--- src/rtl/c2p_pkg.sv ---
`timescale 1ns / 1ps

package c2p_pkg;

	// Field widths
	localparam int COORD_W  = 16;
	localparam int DIFF_W   = COORD_W + 1;
	localparam int RADIUS_W = 17;
	localparam int ANGLE_W  = 16;

	// Default number of CORDIC micro-rotations
	localparam int ITERATIONS_DEF = 16;

	// CORDIC datapath formats
	localparam int XY_SCALE = 12;
	localparam int XY_W     = 32;
	localparam int ANG_FRAC = 20;
	localparam int Z_W      = 24;

	// Square root datapath: one result bit per stage
	localparam int SQ_W       = 2 * DIFF_W;
	localparam int ROOT_W     = SQ_W / 2;
	localparam int REM_W      = ROOT_W + 3;
	localparam int SQRT_STEPS = ROOT_W;

	localparam logic signed [Z_W-1:0] HALF_PI_Q20 = 24'sd1647099;
	localparam logic signed [Z_W-1:0] PI_Q13      = 24'sd25736;
	localparam int                    ANG_SHIFT   = ANG_FRAC - 13;
	localparam logic signed [Z_W-1:0] ANG_ROUND   = Z_W'(1) << (ANG_FRAC - 14);

	localparam logic signed [Z_W-1:0] ATAN_SMALL [8] = '{
		24'sd823550, 24'sd486170, 24'sd256879, 24'sd130396,
		24'sd65451,  24'sd32757,  24'sd16383,  24'sd8192
	};

	// Data carried down the rotation / root pipeline
	typedef struct packed {
		logic signed [XY_W-1:0] x;
		logic signed [XY_W-1:0] y;
		logic signed [Z_W-1:0]  z;
		logic                   zero;
		logic [SQ_W-1:0]        sq;
		logic [REM_W-1:0]       rem;
		logic [ROOT_W-1:0]      root;
	} core_t;

	// atan(2^-i) in Q20
	function automatic logic signed [Z_W-1:0] atan_q20(input int i);
		logic signed [Z_W-1:0] r;
		if (i < 8) begin
			r = ATAN_SMALL[i[2:0]];
		end else if (i > ANG_FRAC) begin
			r = '0;
		end else begin
			r = {{(Z_W-1){1'b0}}, 1'b1} << (ANG_FRAC - i);
		end
		return r;
	endfunction

endpackage

--- src/rtl/c2p_back.sv ---
`timescale 1ns / 1ps

module c2p_back (
	input  logic                               clk,
	input  logic                               en,
	input  c2p_pkg::core_t                     d,
	output logic [c2p_pkg::RADIUS_W-1:0]       radius,
	output logic signed [c2p_pkg::ANGLE_W-1:0] angle
);
	import c2p_pkg::*;

	logic signed [Z_W-1:0]     zsum, zr;
	logic signed [ANGLE_W-1:0] ang;
	logic [RADIUS_W-1:0]       rad;
	logic [RADIUS_W-1:0]       radius_s1;
	logic signed [ANGLE_W-1:0] angle_s1;

	// Round the Q20 angle half up to Q13, clamp to +-pi
	assign zsum = d.z + ANG_ROUND;
	assign zr   = zsum >>> ANG_SHIFT;

	always_comb begin
		if (d.zero) begin
			ang = '0;
		end else if (zr > PI_Q13) begin
			ang = PI_Q13[ANGLE_W-1:0];
		end else if (zr < -PI_Q13) begin
			ang = ANGLE_W'(-PI_Q13);
		end else begin
			ang = zr[ANGLE_W-1:0];
		end
	end

	// Round the root to nearest: remainder above root means past the half
	assign rad = ({{(REM_W-ROOT_W){1'b0}}, d.root} < d.rem) ? d.root + 1'b1 : d.root;

	always_ff @(posedge clk) begin
		if (en) begin
			radius_s1 <= rad;
			angle_s1  <= ang;
		end
	end

	assign radius = radius_s1;
	assign angle  = angle_s1;

endmodule

--- config.mk ---
export PLATFORM = sky130hd
export DESIGN_NAME = c2p_back
export DESIGN_NICKNAME = d
export VERILOG_FILES = /design/src/rtl/c2p_pkg.sv /design/src/rtl/c2p_back.sv
export SDC_FILE = /design/constraint.sdc
export NUM_CORES = 1
export LEC_CHECK = 0
export CORE_MARGIN = 10
export CORE_UTILIZATION = 54
export CTS_CLUSTER_SIZE = 40
export DETAILED_ROUTE_END_ITERATION = 10
export DONT_BUFFER_PORTS = 1
export PLACE_DENSITY = 0.69
export REMOVE_ABC_BUFFERS = 1
export SYNTH_ARGS = -nofsm -noshare
export SYNTH_HDL_FRONTEND = slang
export SYNTH_SLANG_ARGS = --single-unit
--- constraint.sdc ---
create_clock -name clk -period 2.8 [get_ports clk]
set_input_delay 0.28 -clock clk [delete_from_list [all_inputs] [get_ports clk]]
set_output_delay 0.28 -clock clk [all_outputs]
set_load 0.05 [all_outputs]
==> run summary <==
The flow ran to the end, and the final reports show no timing, DRC or antenna violations. The die is 90.5 µm tall. Detailed routing inserted a total of 2,146 vias. The tools report the total core area as 0.00479 mm². TritonCTS built the clock tree. IR analysis of the VDD net gives a maximum drop of 0.000299 V. The clock-pin slew reported for the worst setup and hold paths after clock tree synthesis is 70 ps, and the max-cap violation count is 0.

Counting both buffers and inverters, the worst setup path holds a total of 0. The global-route usage over all layers was 15.5%. The relative slew slack was 66.5%. The tools report the initial antenna violation count as 0. In this run the post-CTS setup repair buffer count came out at 0. In the routed design, unresolved DRC markers number 0. Detailed placement finished with a half-perimeter wire length of 5250 µm. Power spread over the standard cell area amounts to 477 mW/mm². The most critical setup path has its endpoint at angle[2]. The cell sitting at the root of the clock tree is a clkbuf_8. The startpoint of the most critical setup path was d[78]. The synthesized netlist occupies a cell area of 0.00269 mm². The worst-case clock buffer depth came out at 2. STA classifies the critical path startpoint as an input port. The max-slew violation count is 0, and the internal cell power is 940 µW.

Diode insertion count for antenna repair: 0. The worst setup path is of the input port to register kind. The critical path goes through ha_1, nand3_1, or3_1, mux2i_1, o32a_1, o311a_1, or3_1, nor3b_2. Area enclosed by the die boundary: 0.00820 mm². The worst hold path passes through 0 cells. Setup repair after global routing left no endpoint under its margin.

The average routed wire per standard cell came out at 19.0 µm. Buffers inserted during clock tree synthesis total 5. The most frequently used flop master after synthesis was edfxtp_1. Counting the fill cells in the layout gives 416.

Signal arrival time at the worst endpoint: 2420 ps. The logs give 1,989 for the number of global-route vias before repair and 10,500 µm for the wire length of the first global-routing pass. In this run, post-CTS repair resized a total of 0 instances.

The via-per-instance ratio works out to 6.18. The share of post-route cells with drive strength above 1 was 7.14%. After synthesis, the mean cell area works out to 9.43 µm².

For this design the static power due to leakage is 0.00106 µW. The proportion of synthesized flip-flops having asynchronous set or reset was 0%. Number of top-level pins: 195.

For this design the total switching power over the nets is 411 µW. The die is 90.5 µm wide. Utilization after layout: 59.2%. For the placer congestion estimate, the log shows 0.868. The run gives 25 as the number of placement rows. The tools report the total detailed-routing wirelength as 6610 µm. The combinational cell fraction of total power is 11.7%. The largest fanout on the critical path came out at 9. The kind of cell with the highest combined delay along the critical path is simple AND/OR/NAND/NOR gates. After clock tree synthesis, the flow added hold-fix buffers numbering 0. In this run, flip-flops and latches consume 57.0% of the power.

The tightest min-delay check is of the input port to register type. The post-synthesis cell count is 285, and the largest net degree at the start of global routing is 34. The net switching fraction of the power was 30.4%.

The cell that appears most often on the critical path is or3_1. During placement, the flow inserted port buffers numbering 0. Counting flops and latches in the post-synthesis netlist gives 33. After the first detailed-routing iteration, the DRC count stood at 145.

Layout overhead on the synthesized area: 5.54%. The part of the total power dissipated in the clock network was 31.3%. The final setup violation count came out at 0. The clock net in this run drives a total of 33 sinks. In this run, distinct cell masters in the synthesized netlist total 56. For this run, the post-layout net count is 459. Global routing finished with a remaining overflow of 0. Of the available clock period, the critical path in the final layout requires 81.9%. The number of warnings reported in the yosys synthesis log is 0, and the H-tree depth reported by CTS is 2. The tools report the starting density of the core as 56.1%. Timing would allow up to 436 MHz.

Required time of the critical path: 2930 ps. The worst setup path is captured at a register. Critical path depth: 8. The number of failing hold endpoints at the final stage was 0. The residual antenna-violating net count after detailed routing came out at 0. For the pin with the worst max-slew slack, the measured transition is 496 ps. Subtracting the final worst setup slack from the clock period gives 2290 ps. Yosys mapped a number of flops with a built-in enable equal to 33. The first detailed-routing pass took 4 iterations.

The sequential cell area fraction in the yosys report is 36.9%, and the largest stage delay on the critical path is 540 ps. Setup TNS after final layout: 0 ps. The slowest stage of the critical path belongs to the cell or3_1.
-- synthesized netlist by cell type, drive strengths merged (2+ instances only) --
cell	instances	area, µm²
edfxtp	33	991
xnor2	24	210
inv	20	75.1
ha	18	225
nand4	17	128
nor2	17	63.8
nand3	16	80.1
a21oi	14	70.1
nand2	13	48.8
buf	10	56.3
clkbuf	10	37.5
nor3	8	40.0
a21o	7	52.6
and3	7	43.8
o21ai	7	35.0
xor2	7	61.3
nor3b	5	47.5
nand2b	4	25.0
o2bb2ai	4	35.0
or3	4	25.0
and4	3	26.3
nor2b	3	18.8
nor4	3	25.0
a221oi	2	17.5
a31oi	2	12.5
mux2i	2	20.0
nand4b	2	17.5
o22ai	2	12.5
-- per-layer routing --
layer  wire length, µm  GRT usage [%]  vias to the layer above
li1                  -              -                     1057
met1              2800           20.4                      981
met2              2810           21.3                      104
met3               972           9.64                        4
met4                27           2.39                        0
met5                 0              0                        -
-- layout by cell type (no fill, tap or decap), types with 8 or more instances in the layout --
master    count
nor2_1       17
ha_1         18
nand4_1      15
edfxtp_1     33
nand3_1      16
nor3_1        8
inv_1        20
xnor2_1      24
nand2_1      13
a21oi_1      14
-- flip-flops by register name (all words and copies together) (netlist names) --
signal / flops
angle: 16
radius: 17
-- worst min-delay path by stage --
stage / from / endpoint / slack, ps
2_1_floorplan: en / angle[0] / 390
3_3_place_gp: en / radius[1] / 400
3_5_place_dp: en / radius[2] / 400
4_1_cts: en / radius[0] / 110
5_1_grt: en / radius[1] / 90
6_report: en / angle[2] / 110
-- logic make-up after synthesis --
logic type | Yosys count | synth area share (%)
muxes | 3 | 1.16
xor gates and xnor gates | 31 | 10.1
adders and majority gates | 18 | 8.38
DFF | 33 | 36.9
and+or+nand+nor | 106 | 23.2
AOI/OAI and AO/OA | 54 | 14.0
buffers and inverters | 40 | 6.29
-- stage by stage --
| stage | hold slack (ps) | worst slack [ps] | cell area, µm² | cells | power (µW) |
|---|---|---|---|---|---|
| floorplan | 392 | 45.3 | 2590 | 265 | 895 |
| global placement | 396 | 259 | 2730 | 339 | 933 |
| detailed placement | 397 | 218 | 2730 | 339 | 939 |
| CTS | 108 | 514 | 2840 | 347 | 1360 |
| global route | 89.7 | 371 | 2840 | 347 | 1420 |
| finish | 110 | 508 | 2840 | 347 | 1350 |
-- final cells by class --
cell class	instances	area, µm²	share of cell area, %
multi-input cells	212	1530	53.8
flip-flops and latches	33	991	35.0
well taps	67	83.8	2.96
inverters	20	75.1	2.65
clock buffers	6	72.6	2.56
repair buffers	7	52.6	1.85
clock inverters	2	33.8	1.19
-- power by group through the flow --
stage / clock (µW) / sequential (µW) / combinational (µW)
3_3_place_gp: 0 / 780 / 153
5_1_grt: 459 / 774 / 182
6_report: 423 / 770 / 159
3_5_place_dp: 0 / 780 / 159
4_1_cts: 428 / 772 / 159
2_1_floorplan: 0 / 770 / 125
Power figures use the tool's default switching activity.
