[src/rtl/c2p_pkg.sv]
`timescale 1ns / 1ps

package c2p_pkg;

	// Field widths
	localparam int COORD_W  = 16;
	localparam int DIFF_W   = COORD_W + 1;
	localparam int RADIUS_W = 17;
	localparam int ANGLE_W  = 16;

	// Default number of CORDIC micro-rotations
	localparam int ITERATIONS_DEF = 16;

	// CORDIC datapath formats
	localparam int XY_SCALE = 12;
	localparam int XY_W     = 32;
	localparam int ANG_FRAC = 20;
	localparam int Z_W      = 24;

	// Square root datapath: one result bit per stage
	localparam int SQ_W       = 2 * DIFF_W;
	localparam int ROOT_W     = SQ_W / 2;
	localparam int REM_W      = ROOT_W + 3;
	localparam int SQRT_STEPS = ROOT_W;

	localparam logic signed [Z_W-1:0] HALF_PI_Q20 = 24'sd1647099;
	localparam logic signed [Z_W-1:0] PI_Q13      = 24'sd25736;
	localparam int                    ANG_SHIFT   = ANG_FRAC - 13;
	localparam logic signed [Z_W-1:0] ANG_ROUND   = Z_W'(1) << (ANG_FRAC - 14);

	localparam logic signed [Z_W-1:0] ATAN_SMALL [8] = '{
		24'sd823550, 24'sd486170, 24'sd256879, 24'sd130396,
		24'sd65451,  24'sd32757,  24'sd16383,  24'sd8192
	};

	// Data carried down the rotation / root pipeline
	typedef struct packed {
		logic signed [XY_W-1:0] x;
		logic signed [XY_W-1:0] y;
		logic signed [Z_W-1:0]  z;
		logic                   zero;
		logic [SQ_W-1:0]        sq;
		logic [REM_W-1:0]       rem;
		logic [ROOT_W-1:0]      root;
	} core_t;

	// atan(2^-i) in Q20
	function automatic logic signed [Z_W-1:0] atan_q20(input int i);
		logic signed [Z_W-1:0] r;
		if (i < 8) begin
			r = ATAN_SMALL[i[2:0]];
		end else if (i > ANG_FRAC) begin
			r = '0;
		end else begin
			r = {{(Z_W-1){1'b0}}, 1'b1} << (ANG_FRAC - i);
		end
		return r;
	endfunction

endpackage

[src/rtl/c2p_front.sv]
`timescale 1ns / 1ps

module c2p_front (
	input  logic                               clk,
	input  logic                               en,
	input  logic signed [c2p_pkg::COORD_W-1:0] start_x,
	input  logic signed [c2p_pkg::COORD_W-1:0] start_y,
	input  logic signed [c2p_pkg::COORD_W-1:0] end_x,
	input  logic signed [c2p_pkg::COORD_W-1:0] end_y,
	output c2p_pkg::core_t                     d
);
	import c2p_pkg::*;

	logic signed [DIFF_W-1:0]   dx_s1, dy_s1;
	logic signed [2*DIFF_W-1:0] sqx, sqy;
	logic signed [DIFF_W-1:0]   px, py;
	logic signed [Z_W-1:0]      pz;
	logic [SQ_W-1:0]            sqx_s2, sqy_s2;
	logic signed [DIFF_W-1:0]   px_s2, py_s2;
	logic signed [Z_W-1:0]      pz_s2;
	logic                       zero_s2;
	core_t                      d_s3;

	// Stage 1: difference vector
	always_ff @(posedge clk) begin
		if (en) begin
			dx_s1 <= {end_x[COORD_W-1], end_x} - {start_x[COORD_W-1], start_x};
			dy_s1 <= {end_y[COORD_W-1], end_y} - {start_y[COORD_W-1], start_y};
		end
	end

	assign sqx = dx_s1 * dx_s1;
	assign sqy = dy_s1 * dy_s1;

	// Fold the left half-plane into the right one
	always_comb begin
		if (dx_s1[DIFF_W-1]) begin
			if (!dy_s1[DIFF_W-1]) begin
				px = dy_s1;
				py = -dx_s1;
				pz = HALF_PI_Q20;
			end else begin
				px = -dy_s1;
				py = dx_s1;
				pz = -HALF_PI_Q20;
			end
		end else begin
			px = dx_s1;
			py = dy_s1;
			pz = '0;
		end
	end

	// Stage 2: squares and pre-rotation
	always_ff @(posedge clk) begin
		if (en) begin
			sqx_s2  <= unsigned'(sqx);
			sqy_s2  <= unsigned'(sqy);
			px_s2   <= px;
			py_s2   <= py;
			pz_s2   <= pz;
			zero_s2 <= (dx_s1 == '0) && (dy_s1 == '0);
		end
	end

	// Stage 3: sum of squares, scaled CORDIC start vector
	always_ff @(posedge clk) begin
		if (en) begin
			d_s3.sq   <= sqx_s2 + sqy_s2;
			d_s3.x    <= {{(XY_W-DIFF_W-XY_SCALE){px_s2[DIFF_W-1]}}, px_s2,
				{XY_SCALE{1'b0}}};
			d_s3.y    <= {{(XY_W-DIFF_W-XY_SCALE){py_s2[DIFF_W-1]}}, py_s2,
				{XY_SCALE{1'b0}}};
			d_s3.z    <= pz_s2;
			d_s3.zero <= zero_s2;
			d_s3.rem  <= '0;
			d_s3.root <= '0;
		end
	end

	assign d = d_s3;

endmodule

[config.mk]
export PLATFORM = sky130hd
export DESIGN_NAME = c2p_front
export DESIGN_NICKNAME = d
export VERILOG_FILES = /design/src/rtl/c2p_pkg.sv /design/src/rtl/c2p_front.sv
export SDC_FILE = /design/constraint.sdc
export NUM_CORES = 2
export LEC_CHECK = 0
export ABC_AREA = 1
export BUFFER_PORTS_ARGS = -buffer_cell sky130_fd_sc_hd__buf_2
export CAP_MARGIN = 20
export CORE_MARGIN = 3
export CORE_UTILIZATION = 30
export CTS_CLUSTER_DIAMETER = 150
export DETAILED_ROUTE_END_ITERATION = 16
export SYNTH_ARGS = -nofsm -noshare
export SYNTH_HDL_FRONTEND = slang
export SYNTH_SLANG_ARGS = --single-unit
[constraint.sdc]
create_clock -name clk -period 7.9 [get_ports clk]
set_input_delay 1.58 -clock clk [delete_from_list [all_inputs] [get_ports clk]]
set_output_delay 1.58 -clock clk [all_outputs]
set_load 0.03 [all_outputs]
==> impl_metrics.ini <==
[run_status]
status = finished clean

[die]
design.core.area_mm2 = 0.111
start_util = 0.303
dieArea_mm2 = 0.116
fp.dieH_um = 341
rows = 122
dieWidth_um = 341
ios = 226

[synth]
syn_area_mm2 = 0.0336
ys_seq_area_frac = 0.187
syn_inst = 4071
synth-seq-cells = 210
async_flop_share = 0
yosys-top-cells-area = fa_1 (32%), edfxtp_1 (19%), inv_1 (12%)
synth_top_area_frac = 0.318
synth_top_area_cell = fa_1
synth_cell_types = 46
avgSynthCellArea_um2 = 8.26
ys.flop_type = edfxtp_1
ys_warn_count = 0
synth_edf_count = 210

[detailed_routing]
drtAntennaViolNets = 0
viasPerCell = 4.38
vias = 24891
drt-wirelength-per-cell_um = 15.0
routed_wl_um = 85400
drt-initial-drc-count = 1618
drt_first_pass_iters = 5
drcViolationCount = 0

[sta]
tns_ns = 0
layout_min_cycle_time_ns = 6.43
fin_crit_sh = 0.814
max_freq_mhz = 156
worst_pin_slew_ns = 1.02
finalSetupViolCount = 0
finalMaxSlewViolations = 0
finalClockSkew_ns = 0.0226
rsz0062_at_grt = false
relSlewSlack = 0.318
hold_viol = 0

[setup_path]
crit_required_ns = 8.23
crit_start = dx_s1[2]
path_class = register to register
end_kind = register
rr_worst_depth = 16
r2r_slack_ns = 1.47
rr_startpoint = dx_s1[2]
cp-endpoint = sqx_s2[22]
crit_path_max_fanout = 21
r2r_end = sqx_s2[22]
worst_setup_path_start_kind = register
arrival_ns = 6.76

[clock_tree]
ctsResizeCount = 0
ctsHoldBuffers = 0
cts-root-buf = clkbuf_16
clock_path_buffers = 3
h-tree-depth = 1
cts_sinks = 210
clk_pin_slew_ns = 0.08
cts_tree = done
cts-buffers-inserted = 27
worstSkewPairLatency_ns = 0.57
cts_setup_buffers = 0

[worst_hold_path]
min_from = px_s2[2]
min-delay-path-class = register to register

[finish]
seq_area_mm2 = 0.00631
drive_gt1_frac = 0.0692
multi_input_area_mm2 = 0.0224
layout_commonest_cell = inv_1
fill_cells = 11673
nets = 5025
finalInstanceArea_mm2 = 0.0366
area_delta_synth_final_pct = 8.92
finalNonFillerCells = 5683
layout_common_cells = inv_1 (1098), nand2_1 (1005), fa_1 (534), ha_1 (254), edfxtp_1 (210)

[global_route]
grt_pass1_wl_um = 138000
grt_pass1_vias = 25535
track_usage = 0.148
grt_max_degree = 74
gr-total-overflow = 0
antenna_found_initial = 1

[placement]
dp.cells = 5630
post_dp_cell_area_mm2 = 0.0357
gp_congestion = 0.895
portBuffers = 164
hpwl_um = 72700

[job]
maxCapViolations = 0
-- flip-flops by register name, indices dropped and copies added, names as in the netlist --
name / flops
sqy_s2: 33
pz_s2: 3
py_s2: 17
sqx_s2: 33
px_s2: 17
d: 72
dy_s1: 17
dx_s1: 17
zero_s2: 1
-- per-stage QoR --
| stage | hold slack, ns | util | worst slack, ns |
|---|---|---|---|
| floorplan | 0.400 | - | 2.08 |
| global placement | 0.401 | 0.321 | 1.55 |
| detailed placement | 0.405 | 0.321 | 1.51 |
| CTS | 0.407 | 0.330 | 1.49 |
| global route | 0.428 | 0.330 | 1.05 |
| finish | 0.408 | 0.330 | 1.47 |
-- worst min-delay path by stage --
stage,end,slack [ns],cells after the start
after floorplan,d[108],0.40,0
after global placement,d[150],0.40,0
after detailed placement,d[108],0.40,0
after CTS,d[142],0.41,0
after global routing,d[142],0.43,0
final,d[142],0.41,0
-- synthesized netlist by cell type (6+ instances only) --
cell type and number:
nand3_1 151, ha_1 254, nand4_1 35, inv_1 1098
buf_2 26, xnor2_1 19, o21bai_1 20, xor2_1 91
nor2_1 172, fa_1 534, nand3b_1 12, nor3_1 19
buf_4 88, nand2_1 1005, edfxtp_1 210, o21ai_0 58
a21o_1 6, and2_1 10, nor3_2 7, o221ai_1 6
buf_1 25, nand2_2 17, o211ai_1 6, nor2_2 10
a21oi_1 114, clkbuf_1 30
-- metal layers --
metal | routed length [um] | up-vias | global-route usage
met5 | 0 | - | 0
met4 | 1930 | 0 | 0.0325
met3 | 4900 | 93 | 0.0144
met2 | 37800 | 696 | 0.238
met1 | 40800 | 11927 | 0.216
li1 | - | 12175 | -
-- cells by family (layout without fill, tap and decap cells) --
logic type / Yosys count / in the layout / share of synthesized area
and+or+nand+nor: 1455 / 1455 / 0.178
other: 1 / 64 / 0.000111
AOI/OAI and AO/OA: 233 / 233 / 0.0395
adders and majority gates: 788 / 788 / 0.412
DFF: 210 / 210 / 0.187
buffers and inverters: 1274 / 1335 / 0.154
xor gates and xnor gates: 110 / 110 / 0.0286
-- worst max-delay path, cell delays in order, from the launching register on --
cell and delay [ns]:
edfxtp_1 1.01, nand2_1 0.16, inv_1 0.20, fa_1 0.55
fa_1 0.57, fa_1 0.45, fa_1 0.55, fa_1 0.51
inv_1 0.05, fa_1 0.47, inv_1 0.04, ha_1 0.42
nand2_1 0.15, o21ai_0 0.45, a21oi_1 0.12, nand3_1 0.11
xor2_1 0.36
-- cell type report --
type                            count  area share
Tap cell                         1488      0.0508
Sequential cell                   210       0.172
Clock buffer                       27      0.0184
Timing Repair Buffer              183      0.0266
Clock inverter                     23     0.00785
Antenna cell                        3    0.000205
Inverter                         1102       0.113
Multi-Input combinational cell   2647       0.611
Power is left out: the tool's default activity adds up to more than one toggle a clock period on the data nets, which glitch-free logic cannot reach.
